`config.mk`:
```
export PLATFORM = sky130hd
export DESIGN_NAME = midpoint_circle_generator
export DESIGN_NICKNAME = d
export VERILOG_FILES = /design/src/rtl/core/mcg_pkg.sv /design/src/rtl/core/mcg_step.sv /design/src/rtl/core/mcg_emit.sv /design/src/rtl/core/midpoint_circle_generator.sv
export SDC_FILE = /design/constraint.sdc
export NUM_CORES = 1
export LEC_CHECK = 0
export ABC_AREA = 0
export BUFFER_PORTS_ARGS = -buffer_cell sky130_fd_sc_hd__buf_2
export CAP_MARGIN = 25
export CORE_AREA = 10 10 151 153
export CTS_CLUSTER_SIZE = 20
export DETAILED_ROUTE_END_ITERATION = 10
export DIE_AREA = 0 0 161 163
export GPL_ROUTABILITY_DRIVEN = 1
export PLACE_DENSITY_LB_ADDON = 0.12
export REMOVE_ABC_BUFFERS = 1
export SYNTH_ARGS = -nofsm -noshare
export SYNTH_HDL_FRONTEND = slang
export SYNTH_HIERARCHICAL = 1
export SYNTH_SLANG_ARGS = --single-unit
```
`constraint.sdc`:
```
create_clock -name clock -period 3.68 [get_ports clock]
set_input_delay 0.736 -clock clock [delete_from_list [all_inputs] [get_ports clock]]
set_output_delay 0.736 -clock clock [all_outputs]
set_load 0.1 [all_outputs]
```
`src/rtl/core/mcg_pkg.sv`:
```
// Package for the midpoint circle generator: default coordinate width and
// the eight-way mirror pattern used when points are emitted.
// No dependencies.
package mcg_pkg;

   localparam int COORD_BITS_DEFAULT = 12;

   localparam int MIRROR_COUNT = 8;
   localparam int MIRROR_IDX_BITS = $clog2(MIRROR_COUNT);
   localparam logic [MIRROR_IDX_BITS-1:0] MIRROR_LAST = MIRROR_IDX_BITS'(MIRROR_COUNT - 1);

   // Bit k describes the k-th emitted point of a step. The order is
   // (+x,+y) (+y,+x) (-x,+y) (-y,+x) (+x,-y) (+y,-x) (-x,-y) (-y,-x).
   localparam logic [MIRROR_COUNT-1:0] MIRROR_NEG_X = 8'b1100_1100;
   localparam logic [MIRROR_COUNT-1:0] MIRROR_NEG_Y = 8'b1111_0000;
   localparam logic [MIRROR_COUNT-1:0] MIRROR_SWAP  = 8'b1010_1010;

endpackage

```
`src/rtl/core/mcg_step.sv`:
```
// Midpoint step unit: holds the circle state (center, x, y, decision) and
// computes the state after one accepted item. Depends on mcg_pkg for its default width.
module mcg_step #(
   parameter int COORD_BITS = mcg_pkg::COORD_BITS_DEFAULT
) (
   input  logic                         clock,
   input  logic                         reset,
   input  logic                         load,
   input  logic                         start,
   input  logic signed [COORD_BITS-1:0] center_x,
   input  logic signed [COORD_BITS-1:0] center_y,
   input  logic        [COORD_BITS-2:0] radius,
   output logic                         emit,
   output logic signed [COORD_BITS-1:0] run_cx,
   output logic signed [COORD_BITS-1:0] run_cy,
   output logic        [COORD_BITS-2:0] run_x,
   output logic        [COORD_BITS-2:0] run_y,
   output logic                         run_done
);

   localparam int DW = COORD_BITS + 2;

   logic signed [COORD_BITS-1:0] center_x_ff, center_x_in;
   logic signed [COORD_BITS-1:0] center_y_ff, center_y_in;
   logic        [COORD_BITS-2:0] step_x_ff, step_x_in;
   logic        [COORD_BITS-2:0] step_y_ff, step_y_in;
   logic signed [DW-1:0]         decision_ff, decision_in;
   logic                         active_ff, active_in;

   logic [COORD_BITS-2:0] x_inc;
   logic [COORD_BITS-2:0] y_dec;
   logic [DW-1:0]         two_x_plus_one;
   logic [DW-1:0]         two_y;

   always_comb begin
      x_inc = step_x_ff + 1'b1;
      y_dec = step_y_ff - 1'b1;
      two_x_plus_one = DW'({1'b0, x_inc, 1'b1});
      two_y = DW'({y_dec, 1'b0});

      center_x_in = center_x_ff;
      center_y_in = center_y_ff;
      step_x_in = step_x_ff;
      step_y_in = step_y_ff;
      decision_in = decision_ff;
      active_in = active_ff;
      emit = 1'b0;

      if (start) begin
         center_x_in = center_x;
         center_y_in = center_y;
         step_x_in = '0;
         step_y_in = radius;
         decision_in = DW'(1) - DW'(radius);
         active_in = (radius != '0);
         emit = 1'b1;
      end else if (!active_ff || !(step_x_ff < step_y_ff)) begin
         active_in = 1'b0;
      end else begin
         step_x_in = x_inc;
         if (decision_ff[DW-1]) begin
            decision_in = decision_ff + $signed(two_x_plus_one);
         end else begin
            step_y_in = y_dec;
            decision_in = decision_ff + $signed(two_x_plus_one) - $signed(two_y);
         end
         active_in = (step_x_in < step_y_in);
         emit = 1'b1;
      end
   end

   assign run_cx = center_x_in;
   assign run_cy = center_y_in;
   assign run_x = step_x_in;
   assign run_y = step_y_in;
   assign run_done = !active_in;

   always_ff @(posedge clock) begin
      if (reset) begin
         center_x_ff <= '0;
         center_y_ff <= '0;
         step_x_ff <= '0;
         step_y_ff <= '0;
         decision_ff <= '0;
         active_ff <= 1'b0;
      end else if (load) begin
         center_x_ff <= center_x_in;
         center_y_ff <= center_y_in;
         step_x_ff <= step_x_in;
         step_y_ff <= step_y_in;
         decision_ff <= decision_in;
         active_ff <= active_in;
      end
   end

endmodule

```
`src/rtl/core/mcg_emit.sv`:
```
// Point emitter: holds one step's center and (x, y) and sends its eight
// mirrored points through an output register. Depends on mcg_pkg.
module mcg_emit #(
   parameter int COORD_BITS = mcg_pkg::COORD_BITS_DEFAULT
) (
   input  logic                         clock,
   input  logic                         reset,
   input  logic                         load_run,
   input  logic signed [COORD_BITS-1:0] run_cx,
   input  logic signed [COORD_BITS-1:0] run_cy,
   input  logic        [COORD_BITS-2:0] run_x,
   input  logic        [COORD_BITS-2:0] run_y,
   input  logic                         run_done,
   output logic                         can_load,
   output logic                         out_valid,
   input  logic                         out_ready,
   output logic signed [COORD_BITS:0]   point_x,
   output logic signed [COORD_BITS:0]   point_y,
   output logic                         last_of_run,
   output logic                         arc_done
);

   logic signed [COORD_BITS-1:0] cx_ff;
   logic signed [COORD_BITS-1:0] cy_ff;
   logic        [COORD_BITS-2:0] x_ff;
   logic        [COORD_BITS-2:0] y_ff;
   logic                         done_ff;
   logic                         busy_ff;
   logic [mcg_pkg::MIRROR_IDX_BITS-1:0] idx_ff;

   logic                       out_valid_ff;
   logic signed [COORD_BITS:0] point_x_ff, point_x_in;
   logic signed [COORD_BITS:0] point_y_ff, point_y_in;
   logic                       last_ff;
   logic                       arc_done_ff;

   logic                       advance;
   logic [COORD_BITS-2:0]      a_sel;
   logic [COORD_BITS-2:0]      b_sel;
   logic signed [COORD_BITS:0] cx_ext;
   logic signed [COORD_BITS:0] cy_ext;
   logic signed [COORD_BITS:0] a_ext;
   logic signed [COORD_BITS:0] b_ext;

   // The output register moves on when it is empty or its beat is taken.
   assign advance = !out_valid_ff || out_ready;
   assign can_load = !busy_ff || (advance && idx_ff == mcg_pkg::MIRROR_LAST);

   always_comb begin
      a_sel = mcg_pkg::MIRROR_SWAP[idx_ff] ? y_ff : x_ff;
      b_sel = mcg_pkg::MIRROR_SWAP[idx_ff] ? x_ff : y_ff;
      cx_ext = {cx_ff[COORD_BITS-1], cx_ff};
      cy_ext = {cy_ff[COORD_BITS-1], cy_ff};
      a_ext = $signed({2'b00, a_sel});
      b_ext = $signed({2'b00, b_sel});
      point_x_in = mcg_pkg::MIRROR_NEG_X[idx_ff] ? cx_ext - a_ext : cx_ext + a_ext;
      point_y_in = mcg_pkg::MIRROR_NEG_Y[idx_ff] ? cy_ext - b_ext : cy_ext + b_ext;
   end

   always_ff @(posedge clock) begin
      if (reset) begin
         busy_ff <= 1'b0;
         idx_ff <= '0;
         out_valid_ff <= 1'b0;
      end else begin
         if (advance) begin
            out_valid_ff <= busy_ff;
         end
         // A new run may load in the same cycle as the eighth point loads into the output register.
         if (load_run) begin
            busy_ff <= 1'b1;
            idx_ff <= '0;
         end else if (advance && busy_ff) begin
            idx_ff <= idx_ff + 1'b1;
            if (idx_ff == mcg_pkg::MIRROR_LAST) begin
               busy_ff <= 1'b0;
            end
         end
      end
   end

   always_ff @(posedge clock) begin
      if (advance && busy_ff) begin
         point_x_ff <= point_x_in;
         point_y_ff <= point_y_in;
         last_ff <= (idx_ff == mcg_pkg::MIRROR_LAST);
         arc_done_ff <= done_ff;
      end
      if (load_run) begin
         cx_ff <= run_cx;
         cy_ff <= run_cy;
         x_ff <= run_x;
         y_ff <= run_y;
         done_ff <= run_done;
      end
   end

   assign out_valid = out_valid_ff;
   assign point_x = point_x_ff;
   assign point_y = point_y_ff;
   assign last_of_run = last_ff;
   assign arc_done = arc_done_ff;

endmodule

```
`src/rtl/core/midpoint_circle_generator.sv`:
```
// Midpoint circle generator: a start beat (tuser = 1) loads the center and
// radius and yields the eight mirrored points of (0, r); each advance beat
// (tuser = 0) takes one midpoint step and yields the eight mirrored points of
// the new (x, y), with tuser on the results marking the end of the octant.
// An advance with no circle in progress is absorbed with no result. Every
// other beat produces eight result beats, one per cycle while rsp_tready
// holds, through the single result channel; the input beat loads the
// emitter's hold registers, each point then passes through the output register,
// and the next input beat is taken as the eighth point of the previous one loads.
// Depends on mcg_pkg, mcg_step and mcg_emit.
module midpoint_circle_generator #(
   parameter int COORD_BITS = mcg_pkg::COORD_BITS_DEFAULT
) (
   input  logic clock,
   input  logic reset,
   input  logic req_tvalid,
   output logic req_tready,
   // center_x, center_y, radius from bit 0 up, zero padded to whole bytes
   input  logic [((3*COORD_BITS-1+7)/8)*8-1:0] req_tdata,
   // start_req
   input  logic req_tuser,
   output logic rsp_tvalid,
   input  logic rsp_tready,
   // point_x, point_y from bit 0 up, zero padded to whole bytes
   output logic [((2*(COORD_BITS+1)+7)/8)*8-1:0] rsp_tdata,
   // last_of_run
   output logic rsp_tlast,
   // arc_done
   output logic rsp_tuser
);

   localparam int RSP_W = ((2*(COORD_BITS+1)+7)/8)*8;
   localparam int RSP_USED = 2*(COORD_BITS+1);

   logic                         accept;
   logic                         emit;
   logic                         can_load;
   logic signed [COORD_BITS-1:0] in_cx;
   logic signed [COORD_BITS-1:0] in_cy;
   logic        [COORD_BITS-2:0] in_r;
   logic signed [COORD_BITS-1:0] run_cx;
   logic signed [COORD_BITS-1:0] run_cy;
   logic        [COORD_BITS-2:0] run_x;
   logic        [COORD_BITS-2:0] run_y;
   logic                         run_done;
   logic signed [COORD_BITS:0]   point_x;
   logic signed [COORD_BITS:0]   point_y;

   assign in_cx = req_tdata[COORD_BITS-1:0];
   assign in_cy = req_tdata[2*COORD_BITS-1:COORD_BITS];
   assign in_r = req_tdata[3*COORD_BITS-2:2*COORD_BITS];

   assign req_tready = can_load;
   assign accept = req_tvalid && can_load;

   mcg_step #(
      .COORD_BITS(COORD_BITS)
   ) u_step (
      .clock   (clock),
      .reset   (reset),
      .load    (accept),
      .start   (req_tuser),
      .center_x(in_cx),
      .center_y(in_cy),
      .radius  (in_r),
      .emit    (emit),
      .run_cx  (run_cx),
      .run_cy  (run_cy),
      .run_x   (run_x),
      .run_y   (run_y),
      .run_done(run_done)
   );

   mcg_emit #(
      .COORD_BITS(COORD_BITS)
   ) u_emit (
      .clock      (clock),
      .reset      (reset),
      .load_run   (accept && emit),
      .run_cx     (run_cx),
      .run_cy     (run_cy),
      .run_x      (run_x),
      .run_y      (run_y),
      .run_done   (run_done),
      .can_load   (can_load),
      .out_valid  (rsp_tvalid),
      .out_ready  (rsp_tready),
      .point_x    (point_x),
      .point_y    (point_y),
      .last_of_run(rsp_tlast),
      .arc_done   (rsp_tuser)
   );

   assign rsp_tdata = RSP_W'({point_y, point_x});

   // Keeps the packing width tied to the field widths.
   if (RSP_USED > RSP_W) begin : g_width_check
      $error("result beat too narrow");
   end

endmodule

```
==> run metrics <==
status=completed; mapped cell area=between 10000 and 15000 µm²; hold_sp=u_emit/done_ff; flops & latches, synth=144; ys flop type=edfxtp_1; total clock buffers created by CTS=17; Starting Density=roughly half; clk_skew=between 0.01 and 0.015 ns; n_diodes=0; Crit Reg-Reg Startpoint=u_step/step_x_ff[1]; placed cell areas=10950 µm²; I/O pin count=81; First-pass DRT Iterations=5; Peak Freq=278.0 MHz; Final Cell Area=12060 µm²; vias in the first global route=8217; Hold Crit Class=reg -> reg; fin. max-slew vios=0; Ys Warns=6; Post-synth EDFFs=75; clock buffer depth=2; hold buffer count at cts=0; die height=163 µm; total gr overflow=0; post-route setup TNS=0 ns; CTS clk-pin slew, worst paths=0.07 ns; cell leakage power=4.750 nW; CTS tree=yes; endpoints failing setup=0; number of port buffers=69; antenna-violating nets left=0; Avg WL per Cell=roughly 18 µm; crit share post-route=97.75%; layout cells sized above 1=21.88%; Critical path origin=u_step/step_x_ff[1]; die width=161 µm; DRT iter0 DRCs=508; CP max FO=4; arrival time at the worst endpoint=about 4 ns; Clock Latency Late Sink=approximately 0.43 ns; Nets=1328; register area share after synthesis=35.87%; largest net degree at the start of global routing=58; worst-margin pin slew=0.7075 ns; Pwr Total=5.598 mW; root buffer cell=clkbuf_16; Crit Path Class=reg -> reg; Place WS=-0.04803 ns; initial antenna violation count=0; vias per cell=roughly 5.6; Die Footprint=26240 µm²; CP required=4.00 ns; H-tree depth=4; post-synthesis area per instance=9.199 µm²; clk sinks=144; commonest non-fill, non-tap cell in the layout=nor2_1; via count=8389; Post-DP HPWL=19120 µm; most frequent cells in the layout=111 x nor2_1, 75 x edfxtp_1, 72 x a21oi_1; unique cell type count in the Yosys netlist=82; Final Hold Fails=0; Max-Cap Viols=0; Worst Setup End Kind=flop; Worst slew margin=52.84%; first-pass GRT wire length=a little over 40000 µm; Tmin final=3.597 ns; GPL Wtd Cong=0.8863; Async S/R FF share, synth=0%; Mapped Cells=1101; Total GRT Usage=between 10% and 20%; Fin Hold WS=around 0.43 ns; PwrDens=roughly 460 nW/µm²; Area growth syn-to-layout=19.02%; final wirelength=26130 µm; drc violations=0; CP Launch Type=flop; core area=19910 µm²; Cell Rows=52; Setup WS post-layout=just over 0.08 ns; VDD IR-drop max=0.0003200 V
## path summary, 6_finish.rpt
kind / slack [ns] / cells after the start / end
setup / recovery: 0.08 / 17 / u_step/decision_ff[13]
hold / removal: 0.43 / 0 / u_emit/arc_done
setup reg to reg: 0.08 / 17 / u_step/decision_ff[13]
hold reg to reg: 0.43 / 0 / u_emit/arc_done
## cell usage after synthesis, drive strengths merged (18+ instances only)
master  count  area share (%)
xnor2      67             5.8
nor3       55             2.9
xor2       44             3.8
mux2i      29             2.9
o21ai      64             3.2
clkbuf     34             1.3
a21oi      74             3.8
buf        23             1.6
ha         76             9.4
nand3      18            0.94
edfxtp     75              22
nand2      72             2.7
mux2       28             3.1
nor2      113             4.3
inv        43             1.6
dfxtp      69              14
## worst max-delay path, stage by stage (launching register included)
cell      delay, ns
dfxtp_1        0.34
buf_4          0.13
and3_4         0.22
and3_4         0.24
and3_4         0.26
nand3_4        0.12
xnor2_4        0.26
ha_4           0.25
inv_1          0.11
o22ai_1        0.14
a211oi_2       0.24
xnor2_1        0.12
ha_1           0.34
buf_4          0.12
inv_1          0.04
o211ai_1       0.26
mux2i_1        0.22
nand2_1        0.06
## timing repair
| item | CTS | global route |
|---|---|---|
| gates resized for setup | 6 | 57 |
| endpoints found under the setup margin | 4 | 6 |
| pin swaps | 0 | 24 |
| setup buffers | 0 | 15 |
## through the flow
stage / utilization (%) / instances
2_1_floorplan: - / 1049
3_3_place_gp: 54.98 / 1439
3_5_place_dp: 54.98 / 1439
4_1_cts: 58.16 / 1471
5_1_grt: 60.55 / 1486
6_report: 60.55 / 1486
## cells by family (layout without fill, tap and decap cells)
kind of cell             after synthesis  count (layout)  share of synthesized area [%]
other                                  1               6                        0.03702
adder cells (fa/ha/maj)               80              80                          10.18
XOR/XNOR                             111             111                          9.598
AND/OR/NAND/NOR                      345             345                          17.12
buffers and inverters                103             213                          4.521
AO/OA/AOI/OAI                        260             260                          16.69
multiplexers                          57              57                          5.979
flip-flops                           144             144                          35.87
## cell type report
cell class                 instances  area (µm²)
clock buffer                      17       425.4
fill                            1757        7854
multi-input combinational        859        6451
sequential                       144        3636
clock inverter                    15       172.7
inverter                          46       172.7
tap                              270       337.8
timing repair buffer             135       859.6
## power by group
group          internal [mW]  switching [mW]
clock                   1.02           0.751
combinational          0.716            1.16
sequential              1.86          0.0882
total                   3.60            2.00
## registers in the layout (all words and copies together) (netlist names), named ones only
| register | flops |
|---|---|
| u_step/decision_ff | 14 |
| u_emit/point_x | 13 |
| u_emit/point_y | 13 |
| u_emit/cx_ff | 12 |
| u_emit/cy_ff | 12 |
| u_step/center_x_ff | 12 |
| u_step/center_y_ff | 12 |
| u_emit/x_ff | 11 |
| u_emit/y_ff | 11 |
| u_step/step_x_ff | 11 |
| u_step/step_y_ff | 11 |
| u_emit/idx_ff | 3 |
| u_emit/arc_done | 1 |
| u_emit/busy_ff | 1 |
| u_emit/done_ff | 1 |
| u_emit/last_of_run | 1 |
| u_emit/out_valid | 1 |
| u_step/active_ff | 1 |
## metal layers
metal | GRT usage, % | vias to the layer above | share of wire (%) | wire length [µm]
met5 | 0 | - | 0 | 0
met4 | 8.313 | 0 | 2.8 | 721
met3 | 3.160 | 41 | 4.5 | 1163
met2 | 33.93 | 202 | 50 | 12980
met1 | 23.06 | 3956 | 43 | 11260
li1 | - | 4190 | - | -
Power figures use the tool's default switching activity.
